$ cat src/rtl/core/hermite_interpolation_macros.svh
// Assertion macros shared by the hermite interpolation RTL.
`ifndef HERMITE_INTERPOLATION_MACROS_SVH
`define HERMITE_INTERPOLATION_MACROS_SVH

`ifndef NO_ASSERTIONS

// Same-cycle implication, disabled in reset.
`define HINT_ASSERT_SAME(label, clk, rst, ante, cons) \
  label: assert property (@(posedge clk) disable iff (rst) (ante) |-> (cons)) \
    else $error("hermite_interpolation: same-cycle check failed");

// Next-cycle implication, disabled in reset.
`define HINT_ASSERT_NEXT(label, clk, rst, ante, cons) \
  label: assert property (@(posedge clk) disable iff (rst) (ante) |=> (cons)) \
    else $error("hermite_interpolation: next-cycle check failed");

`else

`define HINT_ASSERT_SAME(label, clk, rst, ante, cons)
`define HINT_ASSERT_NEXT(label, clk, rst, ante, cons)

`endif

`endif

$ cat src/rtl/core/hint_pkg.sv
// Shared constants and types of the hermite interpolation block.
package hint_pkg;

  // Configuration registers: 16-bit Q2.14 values.
  localparam int unsigned REG_W  = 16;
  // Tangent weights 1+b, 1-b, 1-t: up to 17 bits signed.
  localparam int unsigned COEF_W = 17;
  localparam logic signed [COEF_W-1:0] Q14_ONE = 17'sd16384;

  // APB port.
  localparam int unsigned ADDR_W = 3;
  localparam int unsigned DATA_W = 32;

  typedef enum logic {
    REG_TENSION = 1'b0,
    REG_BIAS    = 1'b1
  } reg_idx_t;

  // Pipeline stages.
  localparam int unsigned STAGES  = 8;
  localparam int unsigned ST_DIFF = 0;
  localparam int unsigned ST_SUM  = 1;
  localparam int unsigned ST_TAN  = 2;
  localparam int unsigned ST_COEF = 3;
  localparam int unsigned ST_H1   = 4;
  localparam int unsigned ST_H2   = 5;
  localparam int unsigned ST_H3   = 6;
  localparam int unsigned ST_OUT  = 7;

  typedef struct packed {
    logic [STAGES-1:0] load;
    logic [STAGES-1:0] valid;
  } pipe_ctrl_t;

endpackage

$ cat src/rtl/core/hint_pipe_ctrl.sv
// Valid bits and per-stage ready chain of the interpolation pipeline.
`include "hermite_interpolation_macros.svh"

module hint_pipe_ctrl (
  input  logic                 clk,
  input  logic                 rst,
  input  logic                 in_valid,
  output logic                 in_ready,
  input  logic                 out_ready,
  output hint_pkg::pipe_ctrl_t ctrl
);

  localparam int unsigned N = hint_pkg::STAGES;

  logic [N-1:0] valid;
  logic [N-1:0] valid_next;
  logic [N:0]   rdy;
  logic [N-1:0] vin;

  // A stage takes new data when it is empty or its content moves on.
  always_comb begin
    rdy[N] = out_ready;
    for (int i = N - 1; i >= 0; i--) begin
      rdy[i] = ~valid[i] | rdy[i+1];
    end
  end

  always_comb begin
    vin        = {valid[N-2:0], in_valid};
    ctrl.valid = valid;
    for (int i = 0; i < N; i++) begin
      valid_next[i] = rdy[i] ? vin[i] : valid[i];
      ctrl.load[i]  = rdy[i] & vin[i];
    end
  end

  always_ff @(posedge clk) begin
    if (rst) begin
      valid <= '0;
    end else begin
      valid <= valid_next;
    end
  end

  assign in_ready = rdy[0];

  // Any bubble in the pipe lets a new transaction in.
  `HINT_ASSERT_SAME(a_bubble_ready, clk, rst, !(&valid), in_ready)
  // Items in flight change only by transactions at either end.
  `HINT_ASSERT_SAME(a_item_count, clk, rst, !$past(rst), $countones(valid) == $countones($past(valid)) + $past(in_valid && in_ready) - $past(valid[N-1] && out_ready))
  // An accepted transaction lands in the first stage.
  `HINT_ASSERT_NEXT(a_first_stage, clk, rst, in_valid && in_ready, valid[0])

endmodule

$ cat config.mk
export PLATFORM = sky130hd
export DESIGN_NAME = hint_pipe_ctrl
export DESIGN_NICKNAME = d
export VERILOG_FILES = /design/src/rtl/core/hint_pkg.sv /design/src/rtl/core/hint_pipe_ctrl.sv
export VERILOG_INCLUDE_DIRS = /design/src /design/src/rtl/core
export SDC_FILE = /design/constraint.sdc
export NUM_CORES = 1
export LEC_CHECK = 0
export BUFFER_PORTS_ARGS = -buffer_cell sky130_fd_sc_hd__buf_4
export CAP_MARGIN = 20
export CORE_AREA = 3 3 40 42
export DETAILED_ROUTE_END_ITERATION = 8
export DIE_AREA = 0 0 43 45
export GPL_TIMING_DRIVEN = 0
export PLACE_DENSITY = 0.55
export SLEW_MARGIN = 20
export SYNTH_ARGS = -nofsm -noshare
export SYNTH_HDL_FRONTEND = slang
export SYNTH_SLANG_ARGS = --single-unit
$ cat constraint.sdc
create_clock -name clk -period 1.5 [get_ports clk]
set_clock_uncertainty 0.05 [all_clocks]
set_input_delay 0.3 -clock clk [delete_from_list [all_inputs] [get_ports clk]]
set_output_delay 0.3 -clock clk [all_outputs]
set_load 0.05 [all_outputs]
==> metrics.md <==
| Metric | Value |
|---|---|
| Status | `finished with violations` |
| Failing checks | `setup timing` |
| Hold Path Depth | `3` |
| Vias per cell | `roughly 4.7` |
| Crit Path Max Fanout | `8` |
| Top-count cell post-synth | `dfxtp_1` |
| CORE AREA | `between 1000 and 1500 µm²` |
| Number of sinks on the clock net | `8` |
| Post-Synthesis Cell Area | `around 380 µm²` |
| Worst Slack Setup Final | `-213 ps` |
| Port Buf Inserts | `19` |
| Least-Margin Pin Slew | `about 420 ps` |
| Pleak | `between 0.3 and 0.4 nW` |
| Global-route wire length before repair | `between 1.5 and 2 mm` |
| Vias | `just under 400` |
| CTS Hold Bufs | `0` |
| Top-area cell type share of the netlist area | `0.421` |
| Max-Slew Margin vs Limit | `0.717` |
| Final net count | `75` |
| Ys Warns | `0` |
| Reg2reg start | `valid[5]` |
| Cell taking the most area after synthesis | `dfxtp_1` |
| Syn Inst Count | `41` |
| WL/cell | `11.7 µm` |
| R2R Setup Slk | `210 ps` |
| Minimum clock period after layout | `between 1500 and 2000 ps` |
| Clk pin slew, worst setup/hold paths | `60 ps` |
| Synth Flop Type | `dfxtp_1` |
| Max frequency | `584 MHz` |
| Power Density | `between 600 and 700 nW/µm²` |
| Pins over their slew limit | `0` |
| Avg Cell Area, Syn | `9.28 µm²` |
| Register area share after synthesis | `0.421` |
| Htree depth | `1` |
| Gr usage total | `0.115` |
| Post-detail-place hpwl | `about 670 µm` |
| Largest register by flop count | `valid` |
| Sequential share of power | `0.462` |
| Die width | `between 40 and 50 µm` |
| Share of cells above drive strength 1 | `0.754` |
| Worst-case clock buffer depth | `2` |
| Largest net degree at the start of global routing | `9` |
| Clock share of power | `0.361` |
| Worst VDD drop | `0.379 mV` |
| Synth area leaders | `dfxtp_1, nor2_1, a21boi_0, nand4_4, a21oi_1` |
| Req. time, crit path | `1150 ps` |
| WHS Endpoint | `valid[0]` |
| Pre-antenna DRT Iters | `2` |
| DRC | `0` |
| Place WS | `-71.1 ps` |
| Max reg flops | `8` |
| Async SR Flop Fraction | `0` |
| Vert. Die Dim | `45 µm` |
| HP Class | `in -> reg` |
| Arrival time at the worst endpoint | `about 1400 ps` |
| Number of buffers created by CTS | `3` |
| Fin util | `0.588` |
| Global route total overflow | `0` |
| Logic pwr share | `0.176` |
| Setup-failing EPs final | `8` |
| Final-report hold violation count | `0` |
| CTS tree | `done` |
| Synth unique cells | `16` |
| Synthesized flop and latch total | `8` |
| Post-synth EDFFs | `0` |
| Crit share post-route | `1.14` |
| Site row count | `13` |
| Syn Nets | `45` |
| Cell Int Power | `between 300 and 400 µW` |
| Synth top cells by count | `dfxtp_1, nor2_1, a21oi_1, inv_1, a21boi_0` |
| Synth-to-Final Area Change | `98.7%` |
| Effective utilization at floorplan | `0.296` |
| Antenna violations before repair | `0` |
| Root Buffer | `clkbuf_4` |
| Die Footprint | `a little under 2000 µm²` |
| Diodes inserted | `0` |
| Worst setup SP type | `flip-flop` |
| DRT iter0 DRCs | `3` |
| ANT nets after route | `0` |
| RSZ-0062 raised after global routing | `yes` |
| Clk_lat worst skew | `approximately 250 ps` |
| WL final | `986 µm` |
| Number of global-route vias before repair | `359` |
| CP endpoint kind | `output port` |
| Sw Pwr | `roughly 130 µW` |
| IO Pins | `21` |
| CP Class | `reg -> out` |
| MaxCap Viol Count | `0` |
| R2R cell count | `5` |
| Placer Congestion | `~0.58` |
| Top Registers | `valid x8` |
| Switching part of the total | `0.289` |
| Hold_sp | `in_valid` |
| Worst flop-to-flop path endpoint | `valid[4]` |
## worst max-delay path, stage by stage, from the launching register on
cell     delay, ps
dfxtp_4        340
and4b_2        280
buf_12         160
a31oi_4        160
buf_6          180
## layout by cell type, fill, tap and decap left out, types with 3 or more instances in the layout
master and n:
buf_4 14, buf_6 9, nor2_1 7, dfxtp_4 6, inv_1 4, a21oi_1 4
clkbuf_4 3
## power groups by stage
stage / Sequential [mW] / Clock (mW) / Combinational [mW]
2_1_floorplan: 0.234 / 0 / 0.0396
3_3_place_gp: 0.220 / 0 / 0.0763
3_5_place_dp: 0.220 / 0 / 0.0764
4_1_cts: 0.215 / 0.180 / 0.0813
5_1_grt: 0.216 / 0.182 / 0.0859
6_report: 0.215 / 0.168 / 0.0821
## kinds of logic (layout without fill, tap and decap cells)
logic type             count (synthesis)  after routing  synth area share
AO/OA/AOI/OAI                         11             11             0.191
buffers and inverters                  6             34            0.0789
AND/OR/NAND/NOR                       16             16             0.309
flip-flops                             8              8             0.421
## metrics by stage
| stage | cells | cell area, µm² | hold WS (ps) | total power [mW] | TNS [ps] |
|---|---|---|---|---|---|
| after CTS | 83 | 733 | 222 | 0.476 | -1310 |
| after floorplan | 41 | 469 | 372 | 0.274 | -486 |
| after detailed placement | 75 | 631 | 441 | 0.296 | -258 |
| after global placement | 75 | 631 | 427 | 0.296 | -237 |
| after global routing | 84 | 756 | 240 | 0.485 | -1670 |
| final | 84 | 756 | 235 | 0.466 | -1280 |
## layer usage
metal	up-vias	part of all wire	global-route usage	routed length [µm]
met5	-	0	0	0
met1	179	0.44	0.141	435
met3	2	0.066	0.0518	65
li1	198	-	-	-
met2	14	0.49	0.174	479
met4	0	0.0061	0.0542	6
## cell type report
| type | instances | area, µm² |
|---|---|---|
| clock buffer | 3 | 22.5 |
| buffer | 2 | 23.8 |
| fill | 113 | 529 |
| timing repair buffer | 25 | 236 |
| multi-input combinational | 27 | 254 |
| tap | 15 | 18.8 |
| inverter | 4 | 15.0 |
| sequential | 8 | 185 |
## timing repair
action,CTS,global route
setup buffers,5,1
gates resized for setup,11,4
pin swaps,6,3
hold endpoints to repair,0,0
setup endpoints to repair,7,8
## worst max-delay path by stage
| stage | startpoint | slack, ps | end | cells past startpoint |
|---|---|---|---|---|
| 2_1_floorplan | valid[4] | -150 | ctrl[8] | 3 |
| 3_5_place_dp | out_ready | -70 | ctrl[9] | 5 |
| 6_report | valid[5] | -210 | ctrl[11] | 4 |
| 5_1_grt | valid[5] | -250 | ctrl[11] | 4 |
| 3_3_place_gp | out_ready | -60 | ctrl[9] | 5 |
| 4_1_cts | valid[7] | -230 | ctrl[11] | 4 |
Note: power is estimated with default switching activity, not from simulation.
