`src/rtl/core/hermite_interpolation_macros.svh`:
```
// Assertion macros shared by the hermite interpolation RTL.
`ifndef HERMITE_INTERPOLATION_MACROS_SVH
`define HERMITE_INTERPOLATION_MACROS_SVH

`ifndef NO_ASSERTIONS

// Same-cycle implication, disabled in reset.
`define HINT_ASSERT_SAME(label, clk, rst, ante, cons) \
  label: assert property (@(posedge clk) disable iff (rst) (ante) |-> (cons)) \
    else $error("hermite_interpolation: same-cycle check failed");

// Next-cycle implication, disabled in reset.
`define HINT_ASSERT_NEXT(label, clk, rst, ante, cons) \
  label: assert property (@(posedge clk) disable iff (rst) (ante) |=> (cons)) \
    else $error("hermite_interpolation: next-cycle check failed");

`else

`define HINT_ASSERT_SAME(label, clk, rst, ante, cons)
`define HINT_ASSERT_NEXT(label, clk, rst, ante, cons)

`endif

`endif

```
`src/rtl/core/hint_pkg.sv`:
```
// Shared constants and types of the hermite interpolation block.
package hint_pkg;

  // Configuration registers: 16-bit Q2.14 values.
  localparam int unsigned REG_W  = 16;
  // Tangent weights 1+b, 1-b, 1-t: up to 17 bits signed.
  localparam int unsigned COEF_W = 17;
  localparam logic signed [COEF_W-1:0] Q14_ONE = 17'sd16384;

  // APB port.
  localparam int unsigned ADDR_W = 3;
  localparam int unsigned DATA_W = 32;

  typedef enum logic {
    REG_TENSION = 1'b0,
    REG_BIAS    = 1'b1
  } reg_idx_t;

  // Pipeline stages.
  localparam int unsigned STAGES  = 8;
  localparam int unsigned ST_DIFF = 0;
  localparam int unsigned ST_SUM  = 1;
  localparam int unsigned ST_TAN  = 2;
  localparam int unsigned ST_COEF = 3;
  localparam int unsigned ST_H1   = 4;
  localparam int unsigned ST_H2   = 5;
  localparam int unsigned ST_H3   = 6;
  localparam int unsigned ST_OUT  = 7;

  typedef struct packed {
    logic [STAGES-1:0] load;
    logic [STAGES-1:0] valid;
  } pipe_ctrl_t;

endpackage

```
`src/rtl/core/hint_cfg.sv`:
```
// APB register file holding tension and bias.
module hint_cfg (
  input  logic                                clk,
  input  logic                                rst,
  input  logic                                psel,
  input  logic                                penable,
  input  logic                                pwrite,
  input  logic [hint_pkg::ADDR_W-1:0]         paddr,
  input  logic [hint_pkg::DATA_W-1:0]         pwdata,
  output logic [hint_pkg::DATA_W-1:0]         prdata,
  output logic                                pready,
  output logic signed [hint_pkg::REG_W-1:0]   tension,
  output logic signed [hint_pkg::REG_W-1:0]   bias
);

  logic               wr_en;
  hint_pkg::reg_idx_t idx;

  assign pready = 1'b1;
  assign wr_en  = psel & penable & pwrite & pready;
  assign idx    = hint_pkg::reg_idx_t'(paddr[hint_pkg::ADDR_W-1]);

  always_ff @(posedge clk) begin
    if (rst) begin
      tension <= '0;
      bias    <= '0;
    end else if (wr_en) begin
      unique case (idx)
        hint_pkg::REG_TENSION: tension <= pwdata[hint_pkg::REG_W-1:0];
        hint_pkg::REG_BIAS:    bias    <= pwdata[hint_pkg::REG_W-1:0];
        default:               ;
      endcase
    end
  end

  always_comb begin
    unique case (idx)
      hint_pkg::REG_TENSION:
        prdata = {{(hint_pkg::DATA_W-hint_pkg::REG_W){1'b0}}, tension};
      hint_pkg::REG_BIAS:
        prdata = {{(hint_pkg::DATA_W-hint_pkg::REG_W){1'b0}}, bias};
      default:
        prdata = '0;
    endcase
  end

endmodule

```
`config.mk`:
```
export PLATFORM = sky130hd
export DESIGN_NAME = hint_cfg
export DESIGN_NICKNAME = d
export VERILOG_FILES = /design/src/rtl/core/hermite_interpolation_macros.svh /design/src/rtl/core/hint_pkg.sv /design/src/rtl/core/hint_cfg.sv
export SDC_FILE = /design/constraint.sdc
export NUM_CORES = 1
export LEC_CHECK = 0
export BUFFER_PORTS_ARGS = -buffer_cell sky130_fd_sc_hd__buf_2
export CAP_MARGIN = 20
export CORE_ASPECT_RATIO = 1.5
export CORE_MARGIN = 10
export CORE_UTILIZATION = 43
export DETAILED_ROUTE_END_ITERATION = 12
export GPL_ROUTABILITY_DRIVEN = 1
export HOLD_SLACK_MARGIN = 0.03
export PLACE_DENSITY = 0.83
export SETUP_SLACK_MARGIN = 0.4
export SYNTH_ARGS = -nofsm -noshare
export SYNTH_HDL_FRONTEND = slang
export SYNTH_SLANG_ARGS = --single-unit
```
`constraint.sdc`:
```
create_clock -name clk -period 0.8 [get_ports clk]
set_input_delay 0.04 -clock clk [delete_from_list [all_inputs] [get_ports clk]]
set_output_delay 0.04 -clock clk [all_outputs]
set_load 0.02 [all_outputs]
```
==> out/summary.md <==
- complete, but fails checks — run status
- setup timing — failing checks
- 3 — maximum net fanout on the critical path
- 8.31 mm — wire length of the first global-routing pass
- 94.7% — layout-stage area growth over the synthesis result
- 161 — post-synthesis cell count
- tension[14] — endpoint of the worst register-to-register path
- 10.5 sq um — Mapped Avg Cell Area
- 4 — total iterations of the first detailed-routing run
- 761 sq um — Sequential cell area
- 0 — count of maximum capacitance violations
- input port to flip-flop — classification of the worst-slack hold path
- 22.4% — relative contribution of combinational cells to total power
- 13 — count of cell types in the netlist
- 49 — maximum number of pins on one net before global-route repair
- 0% — FFs w/ async S/R, synth
- 182 — Filler cells
- 27.5% — switching power share of the total
- 5 — total CTS buffers
- 1.07 ns — Period minus WS final
- 1568 — via count of the routed design
- 0 — antenna violations before repair
- 32 — CTS sink count
- 71.2 um — Die Width
- 0 — EDFF count, synth
- 0 — GRT overflow
- 37.9% — area share of the largest cell type after synthesis
- 0.00107 sq mm — multi-input gate area in the final layout
- sky130_fd_sc_hd__dfxtp_1 — prevailing post-synth register cell
- 1.03 ns — arrival time at the worst endpoint
- 69 — number of buffers added on ports
- 0.000961 W — Net Sw Power
- 932 MHz — maximum operating frequency
- sky130_fd_sc_hd__nand2b_1 — most common cell in the netlist
- 0 — Synth Warn #
- 0.00124 V — peak supply drop
- 0 — Final Slew Violations
- flip-flop — Worst Setup Start Kind
- 0.00169 sq mm — post-synthesis instance area
- -0.273 ns — Worst Slack Setup Final
- done — clock tree from TritonCTS
- 4.80 — via density per instance
- sky130_fd_sc_hd__dfxtp_1 38%, sky130_fd_sc_hd__mux2i_1 19%, sky130_fd_sc_hd__nand2b_1 18% — top post-synthesis cells by area
- 37.9% — sequential fraction of the synthesis area
- flip-flop to output port — classification of the worst setup path
- 45.1% — Starting Density
- 87.8% — final core utilization
- 0.0387 ns — worst hold slack
- 27 — number of rows in the core area
- yes — setup repair after global routing missed its margin
- 14.6% — total track usage
- 32.5% — Clock Power Share
- 1596 — via count of the first global-routing pass
- 0.00375 sq mm — Core Region
- 0 — final antenna-violating net count
- 327 — number of standard cells in the layout, taps in and fillers out
- 1060 mW/mm^2 — Cell Pwr Density
- 68.7% — fraction of final layout cells sized beyond drive strength 1
- 0.00689 sq mm — Die ar.
- 2 — number of H-tree levels
- 0.27 ns — clock network latency to the later pin of the worst-skew pair
- 0.695 — Final Wtd Congestion
- 48 x sky130_fd_sc_hd__nand2b_1, 32 x sky130_fd_sc_hd__dfxtp_1, 32 x sky130_fd_sc_hd__mux2i_1, 20 x sky130_fd_sc_hd__buf_4, 16 x sky130_fd_sc_hd__mux2_2 — ranking of synthesized cells by instance count
- tension[14] — Critical R2R Launch
- pwdata[15] — Hold Path Origin
- 3 — worst hold path cell count
- output port — Critical Path End Type
- 3.35 mm — dpl hpwl
- 32 — flip-flop and latch count after synthesis
- tension[15] — hold path endpoint
- 0.07 ns — Reg clk slew, reported paths
- 105 — number of top-level pins
- 0 — number of failing hold endpoints at the final stage
- 1.62 nW — standby leakage power
- sky130_fd_sc_hd__dfxtp_1 — cell type with the largest total area after synthesis
- 2 — maximum number of buffers from clock root to sink
- 0.76 ns — endpoint required time on the critical path
- 6.06 mm — detailed-route wire length
- 5 — cells on worst reg2reg path
- 18.5 um — routed wire length per instance
- 134% — part of the cycle the worst path needs
- 69 — number of DRC markers in iteration 0
- sky130_fd_sc_hd__clkbuf_8 — cell at the root of the clock tree
- 0.00253 W — internal cell power
- 324 — Nets
- 0 — Remaining DRCs
- 54 — setup violators final
- 272 — placed cell count
- 0.00349 W — power consumption
- 45.1% — Reg power frac
- 0 — count of antenna diodes in the layout
- 0 ns — final clock skew
- 96.8 um — chip height
- 0 — number of hold buffers added after cts
- -0.11 ns — Worst R2R Setup Slack
cell families (layout without fill, tap and decap cells):
kind of cell           after synthesis  count (layout)  synth area share [%]
other                                2              17                 0.444
multiplexers                        48              48                  29.6
flip-flops                          32              32                  37.9
AND/OR/NAND/NOR                     52              52                  20.7
buffers and inverters               27             135                  11.4
sequential cells by signal (all words and copies together) (netlist names):
signal   count
bias        16
tension     16
power by group through the flow:
stage,logic [W],registers [W],clock network (W)
2_1_floorplan,0.000391,0.00165,0
3_3_place_gp,0.000531,0.00161,0
3_5_place_dp,0.000540,0.00161,0
4_1_cts,0.000661,0.00157,0.00113
5_1_grt,0.000833,0.00158,0.00122
6_report,0.000783,0.00158,0.00113
layer usage:
| layer | share of wire (%) | wire length (um) | GRT usage, % | vias to the layer above |
|---|---|---|---|---|
| li1 | - | - | - | 755 |
| met1 | 32 | 1920 | 13.3 | 743 |
| met2 | 60 | 3620 | 28.3 | 58 |
| met3 | 5.9 | 356 | 4.90 | 12 |
| met4 | 2.8 | 172 | 4.31 | 0 |
| met5 | 0 | 0 | 0 | - |
worst max-delay path, cell delays in order, from the launching register on:
cell	delay, ns
sky130_fd_sc_hd__dfxtp_4	0.36
sky130_fd_sc_hd__mux2_4	0.26
sky130_fd_sc_hd__buf_6	0.13
how the worst max path moves through the flow:
stage,cells after the start,end,slack [ns],start
after floorplan,4,bias[10],0.10,paddr[2]
after global placement,4,tension[5],-0.11,paddr[2]
after detailed placement,3,bias[12],-0.15,rst
after global routing,2,prdata[14],-0.30,bias[14]
after CTS,2,prdata[2],-0.27,tension[2]
final,2,prdata[14],-0.27,bias[14]
per-stage QoR:
step / cell area [sq um] / worst slack (ns) / setup TNS (ns)
floorplan: 1950 / 0.100 / 0
global placement: 2270 / -0.111 / -3.45
detailed placement: 2270 / -0.146 / -4.89
CTS: 2860 / -0.269 / -5.94
global route: 3290 / -0.295 / -10.25
finish: 3290 / -0.273 / -8.81
cell type report:
class / count / area share (%)
Multi-Input combinational cell: 117 / 32.5
Tap cell: 43 / 1.63
Clock buffer: 5 / 2.09
Timing Repair Buffer: 128 / 40.4
Clock inverter: 2 / 0.228
Sequential cell: 32 / 23.1
cell usage in the layout, fill, tap and decap left out, drive strengths merged:
cell,Yosys,final
nand2b,48,48
clkinv,0,2
nand4,1,1
and4b,1,1
conb,2,17
dfxtp,32,32
mux2i,32,32
nand4b,1,1
clkbuf,4,5
and4,1,1
mux2,16,16
buf,23,128
timing repair:
item	4_1_cts	5_1_grt
buffers inserted	18	30
gates resized for setup	117	43
endpoints found under the setup margin	80	80
No activity file was read; power rests on OpenSTA's default activity.
